[config.mk]
export PLATFORM = sky130hd
export DESIGN_NAME = atte_queue
export DESIGN_NICKNAME = d
export VERILOG_FILES = /design/src/hdl/atte_pkg.sv /design/src/hdl/atte_queue.sv
export SDC_FILE = /design/constraint.sdc
export NUM_CORES = 1
export LEC_CHECK = 0
export ABC_AREA = 1
export BUFFER_PORTS_ARGS = -buffer_cell sky130_fd_sc_hd__buf_2
export CORE_MARGIN = 2
export CORE_UTILIZATION = 49
export CTS_BUF_LIST = sky130_fd_sc_hd__clkbuf_8
export DETAILED_ROUTE_END_ITERATION = 8
export PLACE_DENSITY = 0.78
export SLEW_MARGIN = 30
export SYNTH_ARGS = -nofsm -noshare
export SYNTH_HDL_FRONTEND = slang
export SYNTH_SLANG_ARGS = --single-unit
export TNS_END_PERCENT = 100
[constraint.sdc]
create_clock -name clk_i -period 7.5 [get_ports clk_i]
set_input_delay 1.5 -clock clk_i [delete_from_list [all_inputs] [get_ports clk_i]]
set_output_delay 1.5 -clock clk_i [all_outputs]
set_load 0.02 [all_outputs]
[src/hdl/atte_pkg.sv]
// Package for the ANSI text terminal engine: geometry, payload structs,
// byte codes and the queue entry passed from the front parser to the back end.
// No dependencies.
package atte_pkg;

  localparam int unsigned COLUMNS    = 80;
  localparam int unsigned ROWS       = 25;
  localparam int unsigned MAX_PARAMS = 8;
  localparam int unsigned CELLS      = ROWS * COLUMNS;
  localparam int unsigned ADDR_W     = $clog2(CELLS);
  localparam int unsigned PIDX_W     = $clog2(MAX_PARAMS + 1);
  localparam int unsigned PSEL_W     = (MAX_PARAMS > 1) ? $clog2(MAX_PARAMS) : 1;
  localparam logic [13:0] PARAM_LIMIT = 14'd9999;
  localparam logic [7:0]  SPACE_GLYPH = 8'h20;
  localparam logic [7:0]  ATTR_RESET  = 8'h0F;

  localparam logic [7:0] CH_ESC = 8'h1B;
  localparam logic [7:0] CH_LF  = 8'h0A;
  localparam logic [7:0] CH_CR  = 8'h0D;
  localparam logic [7:0] CH_BS  = 8'h08;
  localparam logic [7:0] CH_DEL = 8'h7F;
  localparam logic [7:0] CH_TAB = 8'h09;
  localparam logic [7:0] CH_LBR = 8'h5B;
  localparam logic [7:0] CH_SEMI = 8'h3B;

  localparam logic [1:0] MODE_NORMAL = 2'd0;
  localparam logic [1:0] MODE_ESC    = 2'd1;
  localparam logic [1:0] MODE_CSI    = 2'd2;

  typedef struct packed {
    logic       kind;
    logic [7:0] char_code;
    logic [4:0] read_row;
    logic [6:0] read_col;
  } in_item_t;

  typedef struct packed {
    logic [4:0]  cursor_row;
    logic [6:0]  cursor_col;
    logic [7:0]  attribute_now;
    logic [15:0] cell_data;
    logic [1:0]  parser_mode;
  } out_item_t;

  typedef enum logic [2:0] {
    OP_NONE, OP_BYTE, OP_CSI, OP_READ
  } op_e;

  // Command handed to the back end; params are snapshot at the final byte.
  typedef struct packed {
    op_e                         op;
    logic [7:0]                  ch;
    logic [4:0]                  rd_row;
    logic [6:0]                  rd_col;
    logic [1:0]                  mode;
    logic [PIDX_W-1:0]           pcount;
    logic [MAX_PARAMS-1:0][13:0] params;
  } cmd_t;

  function automatic logic [2:0] color_map(input logic [2:0] c);
    logic [2:0] r;
    r = {c[0], c[1], c[2]};
    return r;
  endfunction

endpackage

[src/hdl/atte_queue.sv]
// Two-entry command queue between the parser and the back end.
// Depends on atte_pkg.
module atte_queue (
  input  logic           clk_i,
  input  logic           rst_ni,
  input  logic           push_i,
  input  atte_pkg::cmd_t data_i,
  output logic           full_o,
  output logic           valid_o,
  input  logic           pop_i,
  output atte_pkg::cmd_t data_o
);
  import atte_pkg::*;

  cmd_t       mem_q [2];
  logic       wp_q, rp_q;
  logic [1:0] cnt_q;

  assign full_o  = cnt_q == 2'd2;
  assign valid_o = cnt_q != 2'd0;
  assign data_o  = mem_q[rp_q];

  always_ff @(posedge clk_i or negedge rst_ni) begin
    if (!rst_ni) begin
      wp_q  <= 1'b0;
      rp_q  <= 1'b0;
      cnt_q <= '0;
    end else begin
      if (push_i) wp_q <= ~wp_q;
      if (pop_i) rp_q <= ~rp_q;
      cnt_q <= cnt_q + {1'b0, push_i} - {1'b0, pop_i};
    end
  end

  always_ff @(posedge clk_i) begin
    if (push_i) mem_q[wp_q] <= data_i;
  end

endmodule

### Word-level counts from Yosys, hierarchy flattened

Memory sizes are Yosys's and may differ from the RTL's.
Cells that the tools add are included.

* input port bits: 145
* bits in writable memories: 282
* memories kept: 1
* bits in registers: 4

Memory list
* mem_q: depth 2, bits a word 141, read ports 1, clocked after memory_dff 0, write ports 1, RTL line atte_queue.sv:15 `cmd_t mem_q [2];`

* add/sub/neg operators: 2
* bitwise operators: 2
* eq/ne operators: 1
* multiplexer cells: 2
* reductions and logical operators: 1

Operators by type and width (number)
* 2-bit by 1-bit adder with 2-bit output: 1
* 2-bit == test (second input constant): 1
* 1-bit two-way mux: 2
* 1-bit NOT: 2
* 2-bit nonzero test: 1
* 2-bit by 1-bit subtractor with 2-bit output: 1

### Depth between registers and ports, before layout

* depth after elaboration: 2
* mapped depth: 7

### Least setup slack after synthesis

Ideal clock, no wire load.

* kind: input -> register
* from: in push_i
* to: mem mem_q[0][0] in the netlist's numbering, enable pin
* path buffers: 0
* setup time: 0.647 ns
* cell stages on the path: 2
* arrival time: 7.436 ns
* path slack: -0.583 ns
* required time: 6.853 ns
* cells stage by stage: inv_1 nor2_1

* cells in the longest elaborated chain, start to end: 2

RTL lines
* from (decl): RTL line atte_queue.sv:6 `input logic push_i,`
* 1-bit two-way mux: RTL line atte_queue.sv:36 `if (push_i) mem_q[wp_q] <= data_i;`
* 1-bit two-way mux (not written as such): RTL line atte_queue.sv:36
* to (decl): RTL line atte_queue.sv:15

No other way between the ends.

==> impl_metrics.ini <==
[status]
status = finished, final reports clean

[yosys]
synth_sequential_area_ratio_pct = 80.9
netlist_instances = 761
syn_area_mm2 = 0.0106
synth_warnings = 0
syn_nets = 908
synth_area_per_cell_um2 = 13.9
ys_ff_latch = 286
yosysUniqueCellTypes = 12

[placed_design]
hpwl_mm = 13.5
port_buffers = 287
gp_congestion = 0.803

[power]
internal_power_mw = 3.14
p_per_area_mw_per_mm2 = 384
p_switching_mw = 1.86
comb_power_share_pct = 33.4
power.share.clock_pct = 22.0
p_leak_nw = 5.64
peakVddDrop_v = 0.000253
swShare_pct = 37.2
seqPwrFrac_pct = 44.6
power.total_mw = 4.99

[grt]
grt_pass1_wl_mm = 30.9
antenna_found_initial = 0
grtUsageTotal_pct = 17.7
first_global_vias = 6290
overflow = 0
grt_max_degree = 119

[sta]
max_clock_freq_ghz = 0.253
post-route-min-period_ns = 3.96
relSlewSlack_pct = 41.6
rsz0062_at_grt = false
finalCritPeriodShare_pct = 52.8
setup_viol = 0
finalHoldViolations = 0
slew_violations = 0
skew_ns = 0.00699
worstMarginPinSlew_ns = 0.876
tns_ns = 0

[cts]
root_buffer = clkbuf_8
cts_hold_buffers = 0
cts_tree = built
cts.repair.resized = 0
insertion_delay_ns = 0.53
cts_max_level = 2
cts_setup_buffers = 0
cts_buffers = 43
path_clk_slew_ns = 0.06
clockBufferDepth = 3
clock-sinks = 286

[detailed_routing]
drt_iter0_markers = 402
drt-pass1-iter-count = 7
avgRoutedWirePerCell_um = 15.1
ant_nets = 0
avgViaCountPerCell = 4.72
drc = 0
vias = 6469
routed_wl_mm = 20.7

[final_layout]
drive_above_1_share_pct = 31.2
postLayoutCoreUtil_pct = 61.5
nets = 1214
layout_commonest_cell = buf_2
mostFrequentLayoutCells = 287 x buf_2, 282 x edfxtp_1, 161 x inv_1
syn_to_final_growth_pct = 22.9

[setup_path]
critical_path_arrival_ns = 2.46
critPathLaunch = rp_q$_DFFE_PN0P_
start_kind = register
required_ns = 6.00
crit_path_end_kind = primary output
r2r_start = wp_q$_DFFE_PN0P_
crit_path_max_fanout = 118
path_class = register to primary output

[floorplan]
die_w_um = 151
coreArea_mm2 = 0.0212
die_area_mm2 = 0.0228
initial_core_util_pct = 50.1
io_pins = 288
rows = 53
die_y_um = 151

[job]
cap_violations = 0

[hold_path]
hp-class = register to register
min_from = wp_q$_DFFE_PN0P_
metrics by stage:
step | worst slack, ns | instances | hold WS (ns) | instance area (µm²)
after floorplan | 1.88 | 761 | 0.481 | 10600
after global placement | 3.81 | 1297 | 0.539 | 12300
after detailed placement | 3.79 | 1297 | 0.536 | 12300
after CTS | 3.20 | 1370 | 0.549 | 13000
after global routing | 3.34 | 1370 | 0.579 | 13000
final | 3.54 | 1371 | 0.547 | 13000
layout make-up:
class | count | area, µm²
flip-flops and latches | 286 | 8570
clock inverters | 27 | 103
multi-input cells | 296 | 1320
diodes | 1 | 2.50
well taps | 275 | 344
repair buffers | 292 | 1480
inverters | 148 | 561
clock buffers | 46 | 633
fillers | 1641 | 8130
power by group through the flow:
stage          Sequential [mW]  Clock (mW)  Combinational [mW]
4_1_cts                   2.23        1.14                1.70
2_1_floorplan             2.25           0                1.13
6_report                  2.23        1.10                1.67
3_5_place_dp              2.26           0                1.69
5_1_grt                   2.26        1.20                1.84
3_3_place_gp              2.25           0                1.66
cells by family after synthesis:
group	Yosys count	share of synthesized area [%]
compound gates	141	6.66
simple gates	151	5.36
fa+ha+maj	2	0.236
flops	286	80.9
buf+inv	179	6.72
xor+xnor	2	0.165
Yosys cell counts:
cell | number | area share, %
ha_1 | 2 | 0.24
nor2_1 | 2 | 0.071
o21ai_0 | 141 | 6.7
inv_1 | 148 | 5.2
nand3_1 | 1 | 0.047
nand2_1 | 148 | 5.2
dfrtp_1 | 4 | 0.94
clkbuf_1 | 1 | 0.035
edfxtp_1 | 282 | 80
buf_4 | 1 | 0.071
buf_2 | 29 | 1.4
xor2_1 | 2 | 0.17
layer usage:
layer	vias up	routed length [µm]	global-route usage [%]
li1	3180	-	-
met1	2995	7620	19.5
met2	240	10800	31.2
met3	54	1700	5.81
met4	0	631	7.80
met5	-	0	0
worst max-delay path, cell delays in order, from the launching register on:
cell and delay (ns):
dfrtp_4 0.74, buf_6 0.59, o21ai_0 0.30, buf_2 0.23
sequential cells by signal, summed over array words and instances (netlist names):
register / flops
wp_q: 1
cnt_q: 2
mem_q: 282
rp_q: 1
path summary, 6_finish.rpt:
path                                           end  slack (ns)  depth (start not counted)
min in group asynchronous         rp_q$_DFFE_PN0P_        0.78                          1
max in group asynchronous         rp_q$_DFFE_PN0P_        6.59                          1
min reg2reg                       wp_q$_DFFE_PN0P_        0.55                          1
max reg2reg                mem_q[1][135]$_DFFE_PP_        5.14                          3
max                                      data_o[8]        3.54                          3
min                               wp_q$_DFFE_PN0P_        0.55                          1
(Power assumes the default switching activity.)
