[config.mk]
export PLATFORM = sky130hd
export DESIGN_NAME = atte_front
export DESIGN_NICKNAME = d
export VERILOG_FILES = /design/src/hdl/atte_pkg.sv /design/src/hdl/atte_front.sv
export SDC_FILE = /design/constraint.sdc
export NUM_CORES = 1
export LEC_CHECK = 0
export BUFFER_PORTS_ARGS = -buffer_cell sky130_fd_sc_hd__buf_2
export CAP_MARGIN = 20
export CORE_UTILIZATION = 45
export CTS_CLUSTER_DIAMETER = 80
export CTS_CLUSTER_SIZE = 24
export DETAILED_ROUTE_END_ITERATION = 8
export GPL_TIMING_DRIVEN = 0
export PLACE_DENSITY = 0.68
export SLEW_MARGIN = 15
export SYNTH_ARGS = -nofsm -noshare
export SYNTH_HDL_FRONTEND = slang
export SYNTH_SLANG_ARGS = --single-unit
[constraint.sdc]
create_clock -name clk_i -period 5.07 [get_ports clk_i]
set_input_delay 0.7605 -clock clk_i [delete_from_list [all_inputs] [get_ports clk_i]]
set_output_delay 0.7605 -clock clk_i [all_outputs]
set_load 0.01 [all_outputs]
[src/hdl/atte_pkg.sv]
// Package for the ANSI text terminal engine: geometry, payload structs,
// byte codes and the queue entry passed from the front parser to the back end.
// No dependencies.
package atte_pkg;

  localparam int unsigned COLUMNS    = 80;
  localparam int unsigned ROWS       = 25;
  localparam int unsigned MAX_PARAMS = 8;
  localparam int unsigned CELLS      = ROWS * COLUMNS;
  localparam int unsigned ADDR_W     = $clog2(CELLS);
  localparam int unsigned PIDX_W     = $clog2(MAX_PARAMS + 1);
  localparam int unsigned PSEL_W     = (MAX_PARAMS > 1) ? $clog2(MAX_PARAMS) : 1;
  localparam logic [13:0] PARAM_LIMIT = 14'd9999;
  localparam logic [7:0]  SPACE_GLYPH = 8'h20;
  localparam logic [7:0]  ATTR_RESET  = 8'h0F;

  localparam logic [7:0] CH_ESC = 8'h1B;
  localparam logic [7:0] CH_LF  = 8'h0A;
  localparam logic [7:0] CH_CR  = 8'h0D;
  localparam logic [7:0] CH_BS  = 8'h08;
  localparam logic [7:0] CH_DEL = 8'h7F;
  localparam logic [7:0] CH_TAB = 8'h09;
  localparam logic [7:0] CH_LBR = 8'h5B;
  localparam logic [7:0] CH_SEMI = 8'h3B;

  localparam logic [1:0] MODE_NORMAL = 2'd0;
  localparam logic [1:0] MODE_ESC    = 2'd1;
  localparam logic [1:0] MODE_CSI    = 2'd2;

  typedef struct packed {
    logic       kind;
    logic [7:0] char_code;
    logic [4:0] read_row;
    logic [6:0] read_col;
  } in_item_t;

  typedef struct packed {
    logic [4:0]  cursor_row;
    logic [6:0]  cursor_col;
    logic [7:0]  attribute_now;
    logic [15:0] cell_data;
    logic [1:0]  parser_mode;
  } out_item_t;

  typedef enum logic [2:0] {
    OP_NONE, OP_BYTE, OP_CSI, OP_READ
  } op_e;

  // Command handed to the back end; params are snapshot at the final byte.
  typedef struct packed {
    op_e                         op;
    logic [7:0]                  ch;
    logic [4:0]                  rd_row;
    logic [6:0]                  rd_col;
    logic [1:0]                  mode;
    logic [PIDX_W-1:0]           pcount;
    logic [MAX_PARAMS-1:0][13:0] params;
  } cmd_t;

  function automatic logic [2:0] color_map(input logic [2:0] c);
    logic [2:0] r;
    r = {c[0], c[1], c[2]};
    return r;
  endfunction

endpackage

[src/hdl/atte_front.sv]
// Front part: accepts items, runs the escape and CSI parameter parser and
// emits one command per item into the queue. Depends on atte_pkg.
module atte_front (
  input  logic              clk_i,
  input  logic              rst_ni,
  input  logic              in_valid_i,
  output logic              in_stall_o,
  input  atte_pkg::in_item_t in_data_i,
  output logic              cmd_valid_o,
  input  logic              cmd_full_i,
  output atte_pkg::cmd_t    cmd_o
);
  import atte_pkg::*;

  logic [1:0]                  mode_q, mode_d;
  logic [PIDX_W-1:0]           pcnt_q, pcnt_d;
  logic [13:0]                 acc_q, acc_d;
  logic                        seen_q, seen_d;
  logic [MAX_PARAMS-1:0][13:0] par_q, par_d;
  logic                        take;
  logic [7:0]                  ch;
  logic [17:0]                 prod;

  assign in_stall_o  = cmd_full_i;
  assign take        = in_valid_i && !cmd_full_i;
  assign cmd_valid_o = take;
  assign ch          = in_data_i.char_code;
  assign prod = {acc_q, 3'b000} + {3'b000, acc_q, 1'b0} + {10'd0, ch - 8'h30};

  always_comb begin
    logic push;
    push   = 1'b0;
    mode_d = mode_q;
    pcnt_d = pcnt_q;
    acc_d  = acc_q;
    seen_d = seen_q;
    par_d  = par_q;
    cmd_o        = '0;
    cmd_o.op     = OP_NONE;
    cmd_o.ch     = ch;
    cmd_o.rd_row = in_data_i.read_row;
    cmd_o.rd_col = in_data_i.read_col;
    if (in_data_i.kind) begin
      cmd_o.op = OP_READ;
    end else begin
      case (mode_q)
        MODE_NORMAL: begin
          if (ch == CH_ESC) mode_d = MODE_ESC;
          else cmd_o.op = OP_BYTE;
        end
        MODE_ESC: begin
          if (ch == CH_LBR) begin
            mode_d = MODE_CSI;
            pcnt_d = '0;
            acc_d  = '0;
            seen_d = 1'b0;
          end else begin
            mode_d = MODE_NORMAL;
          end
        end
        default: begin
          if (ch inside {[8'h30:8'h39]}) begin
            acc_d  = (prod > 18'(PARAM_LIMIT)) ? PARAM_LIMIT : prod[13:0];
            seen_d = 1'b1;
          end else if (ch == CH_SEMI) begin
            push = 1'b1;
          end else if (ch inside {[8'h40:8'h7E]}) begin
            push     = seen_q || (pcnt_q == '0);
            mode_d   = MODE_NORMAL;
            cmd_o.op = OP_CSI;
          end else begin
            mode_d = MODE_NORMAL;
          end
        end
      endcase
      if (push) begin
        if (pcnt_q < PIDX_W'(MAX_PARAMS)) begin
          par_d[pcnt_q[PSEL_W-1:0]] = acc_q;
          pcnt_d = pcnt_q + 1'b1;
        end
        acc_d  = '0;
        seen_d = 1'b0;
      end
    end
    cmd_o.mode   = mode_d;
    cmd_o.pcount = pcnt_d;
    cmd_o.params = par_d;
  end

  always_ff @(posedge clk_i or negedge rst_ni) begin
    if (!rst_ni) begin
      mode_q <= MODE_NORMAL;
      pcnt_q <= '0;
      acc_q  <= '0;
      seen_q <= 1'b0;
    end else if (take) begin
      mode_q <= mode_d;
      pcnt_q <= pcnt_d;
      acc_q  <= acc_d;
      seen_q <= seen_d;
    end
  end

  always_ff @(posedge clk_i) begin
    if (take) par_q <= par_d;
  end

endmodule

Word level (Yosys, flattened, before mapping)
Index checks and enable logic that the tools add are counted.
{"block": "classes", "n_addsub": 4, "n_lt_le_gt_ge": 8, "eq_ne": 6, "mux": 37, "bitwise_logic": 1, "reduce_logical": 11}
{"op": "2-to-1 mux 112 bit", "count": 3}
{"op": "bitwise mux 112 bit", "count": 1}
{"op": "2-to-1 mux 14 bit", "count": 5}
{"op": "demux 14 bit (select 3 bit)", "count": 1}
{"op": "one-hot mux 14 bit (2 select lines)", "count": 1}
{"op": "2-to-1 mux 4 bit", "count": 5}
{"op": "adder 17 x 15 -> 18 bit", "count": 1}
{"op": "adder 18 x 8 -> 18 bit", "count": 1}
{"op": "greater-than comparator 18 x 14 -> 1 bit, second input constant", "count": 1}
{"op": "2-to-1 mux 2 bit", "count": 9}
{"op": "2-to-1 mux 1 bit", "count": 9}
{"op": "== test 8 x 5 -> 1 bit, second input constant", "count": 1}
{"op": "== test 8 x 6 -> 1 bit, second input constant", "count": 1}
{"op": "== test 8 x 7 -> 1 bit, second input constant", "count": 1}
{"op": "greater-or-equal comparator 8 x 6 -> 1 bit, second input constant", "count": 1}
{"op": "greater-or-equal comparator 8 x 7 -> 1 bit, second input constant", "count": 1}
{"op": "<= comparator 8 x 6 -> 1 bit, second input constant", "count": 1}
{"op": "<= comparator 8 x 7 -> 1 bit, second input constant", "count": 1}
{"op": "one-hot mux 2 bit (2 select lines)", "count": 2}
{"op": "subtractor 8 x 6 -> 8 bit, second input constant", "count": 1}
{"op": "AND reduction 5 bit", "count": 1}
{"op": "adder 4 x 1 -> 4 bit, second input constant", "count": 1}
{"op": "logical AND 1 bit", "count": 4}
{"op": "zero test 4 bit", "count": 1}
{"op": "other kinds (13)", "count": 13}
{"block": "totals", "register_bits": 133, "input_bits": 25, "wordCells": 79}

Depth between registers and ports, before layout
{"block": "logic_depth", "word_depth": 9, "depth_mapped": 13, "depth_no_buf": 12}

Least setup slack after synthesis
No wires, ideal clock.
{"block": "synth_path", "path_type": "input-to-reg", "startpoint": "in cmd_full_i", "endpoint": "reg mode_q[0]", "setup_time_ns": 0.141, "arrival_ns": 4.202, "slack_ns": 0.727, "cell_stages": 3, "path_cell_list": "nand2b_1 -> clkinv_1 -> mux2_2"}
{"block": "synth_via", "elab_chain_cells": 2}
{"item": "from (decl)", "line": "atte_front.sv:10", "source": "input logic cmd_full_i,"}
{"item": "zero test 1 bit", "line": "atte_front.sv:25", "source": "assign take = in_valid_i && !cmd_full_i;"}
{"item": "logical AND 1 bit", "line": "atte_front.sv:25"}
{"item": "via cmd_valid_o", "line": "atte_front.sv:9", "source": "output logic cmd_valid_o,"}
{"item": "to (signal assigned)", "line": "atte_front.sv:97", "source": "mode_q <= mode_d;"}
{"item": "to (decl)", "line": "atte_front.sv:15", "source": "logic [1:0] mode_q, mode_d;"}
The timed path passes the listed nets, and every way through them passes these cells.
A chain may end at the register's enable or synchronous reset.

==> flow_summary.toml <==
[run_status]
outcome = "finished, final reports clean"

[clocking]
cts-htree-levels = 4
cts_buffers = 17
cts.clk_slew.worst_paths_ns = 0.05
cts-root-buf = "clkbuf_16"
cts_buffer_depth = 2
cts_setup_buffers = 0
cts_sinks = 133
cts_tree = "done"
insertion_delay_ns = 0.42
post_cts_resized = 0
ctsHoldBuffers = 0

[pwr]
p_per_area_nw_per_um2 = 286
leakage_nw = 3.85
irDropWorstVdd_mv = 0.260

[floorplan]
die_x_um = 131
dieArea_um2 = 17300
start_util_pct = 46.7
die_h_um = 131
ios = 168
rows = 46
core_um2 = 16100

[synthesis]
ys_seq_elements = 133
avgSynthCellArea_um2 = 14.2
ys_top_cells_by_area = "edfxtp_1 45%, mux2_4 12%, mux2_2 8.5%"
mappedNetlistArea_um2 = 7530
async_flop_share_pct = 15.8
synthesis.nets = 588
synth_warnings = 0
yosys.area.top_type = "edfxtp_1"
ys_types = 61
synth_edf_count = 112
synth_ff_type = "edfxtp_1"
synth_seq_area_share_pct = 51.6
synth.top_cell.area_share_pct = 44.7
synthCells = 530

[timing]
fmax_mhz = 211
tightest_slew_ns = 0.672
max_slew_margin_pct = 55.2
finalSetupViolations = 0
fin_crit_ns = 4.75
finClkSkew_ns = 0.00695
rsz0062_at_grt = "false"
hold_ws_ns = 0.300
hold_viol_final = 0
finalCritPeriodShare_pct = 93.7
drv_slew = 0

[global_routing]
grt_max_degree = 84
grt_overflow = 0
grt_antenna_before_repair = 0
track_usage_pct = 20.5
grt_pass1_wl_mm = 27.5
first_global_vias = 5023

[final_layout]
drive_gt1_share_pct = 48.0
diodes = 0
fillers = 1328
areaGrowthSynthToFinish_pct = 21.4
final_cell_mix = "153 x buf_2, 112 x edfxtp_1, 60 x mux2_4"
design_area_um2 = 9140
final_common_cell = "buf_2"
post-route-util_pct = 56.7
nets = 760

[critical_path]
rr_worst_depth = 11
critPathKind = "flop to primary output"
reg2reg_to = "par_q[79]$_DFFE_PP_"
cp-startpoint = "pcnt_q[0]$_DFFE_PN0P_"
cp_top_family = "simple AND/OR/NAND/NOR gates"
path_max_fanout = 10
crit_path_start_kind = "flop"
setup.worst_path.end_class = "primary output"
crit_buf_inv = 4
critical_path.max_stage_delay_ns = 0.48
rrSetupSlack_ns = 1.38
worst_ep_required_time_ns = 4.31
rr_startpoint = "pcnt_q[0]$_DFFE_PN0P_"
path_cells = "clkbuf_1 > inv_1 > ha_1 > or3b_1 > a31oi_1 > o211ai_2 > nor4_4 > nand2_4 > nor3_4 > buf_12 > mux2_4 > buf_2"
path_depth = 12
critPathCapture = "cmd_o[78]"
cp_data_arrival_time_ns = 3.99
slowest_stage = "nor4_4"

[routing]
routed_wl_mm = 17.2
drt-pass1-iter-count = 5
drt_iter0_drc = 302
drc = 0
via_count = 5025
wl_per_cell_um = 18.5
viasPerCell = 5.40
antenna_left = 0

[run]
drv_cap = 0

[placed_design]
detailed_place.area_um2 = 8590
place_congestion = 0.872
place_hpwl_mm = 12.2
port_buffers = 152

[min_path]
holdCritPathClass = "input port to async pin"
-- final cells by class --
type,count,area [µm²],area share (%)
inverter,15,61.3,0.671
timing repair buffer,153,788,8.62
clock buffer,19,433,4.74
clock inverter,13,115,1.26
multi-input combinational,336,3230,35.4
sequential,133,3890,42.5
tap,216,270,2.96
buffer,46,350,3.83
-- synthesized netlist by cell type (8+ instances only) --
master,number
dfrtp_1,21
nand3_1,16
ha_1,27
o21ai_0,11
nor2_1,10
clkbuf_1,14
mux2_4,60
xor2_1,8
nand2_1,31
inv_1,14
mux2_2,57
a21oi_1,14
edfxtp_1,112
buf_4,23
-- power breakdown --
| group | internal, mW | leakage, nW | switching [mW] |
|---|---|---|---|
| Combinational | 0.0991 | 2.24 | 0.124 |
| Clock | 0.710 | 0.268 | 0.437 |
| Sequential | 1.23 | 1.34 | 0.0140 |
-- routing by layer --
layer  routed length (µm)  part of all wire, %  global-route usage [%]
met5                    0                    0                       0
met4                  355                  2.1                    8.40
met3                 1050                  6.1                    5.21
met2                 8100                   47                    33.0
met1                 7720                   45                    26.4
-- sequential cells by signal, summed over array words and instances (netlist names) --
| register | cells |
|---|---|
| seen_q | 1 |
| acc_q | 14 |
| par_q | 112 |
| mode_q | 2 |
| pcnt_q | 4 |
-- cells by family after synthesis --
logic type / after synthesis / share of synthesized area [%]
fa+ha+maj: 33 / 6.08
compound gates: 72 / 6.65
mux: 118 / 20.6
xor+xnor: 13 / 1.51
other cells: 1 / 0.0498
flops: 133 / 51.6
simple gates: 99 / 8.04
buf+inv: 61 / 5.40
-- worst register-to-register path, stage by stage (launching register included) --
cell      delay (ns)
dfrtp_1         0.38
clkbuf_1        0.30
inv_1           0.29
ha_1            0.21
or3b_1          0.36
a31oi_1         0.21
o211ai_2        0.15
nor4_4          0.48
nand2_4         0.17
nor3_4          0.34
buf_12          0.22
mux2_4          0.33
-- through the flow --
step / setup TNS (ns) / cells / power (mW) / setup slack (ns)
2_1_floorplan: 0 / 530 / 1.41 / 0.727
3_3_place_gp: -52.21 / 898 / 1.49 / -0.756
3_5_place_dp: 0 / 899 / 1.49 / 0.731
4_1_cts: 0 / 931 / 2.64 / 0.239
5_1_grt: 0 / 931 / 2.70 / 0.112
6_report: 0 / 931 / 2.61 / 0.319
-- worst min-delay path by stage --
stage                                  start                    end  slack, ns  cells past startpoint
after floorplan           seen_q$_DFFE_PN0P_     seen_q$_DFFE_PN0P_       0.45                      2
after global routing                  rst_ni  mode_q[0]$_DFFE_PN0P_       0.33                      1
after detailed placement  seen_q$_DFFE_PN0P_     seen_q$_DFFE_PN0P_       0.49                      2
final                                 rst_ni  mode_q[0]$_DFFE_PN0P_       0.30                      1
after global placement    seen_q$_DFFE_PN0P_     seen_q$_DFFE_PN0P_       0.50                      2
after CTS                             rst_ni  mode_q[0]$_DFFE_PN0P_       0.30                      1
(Power assumes the default switching activity.)
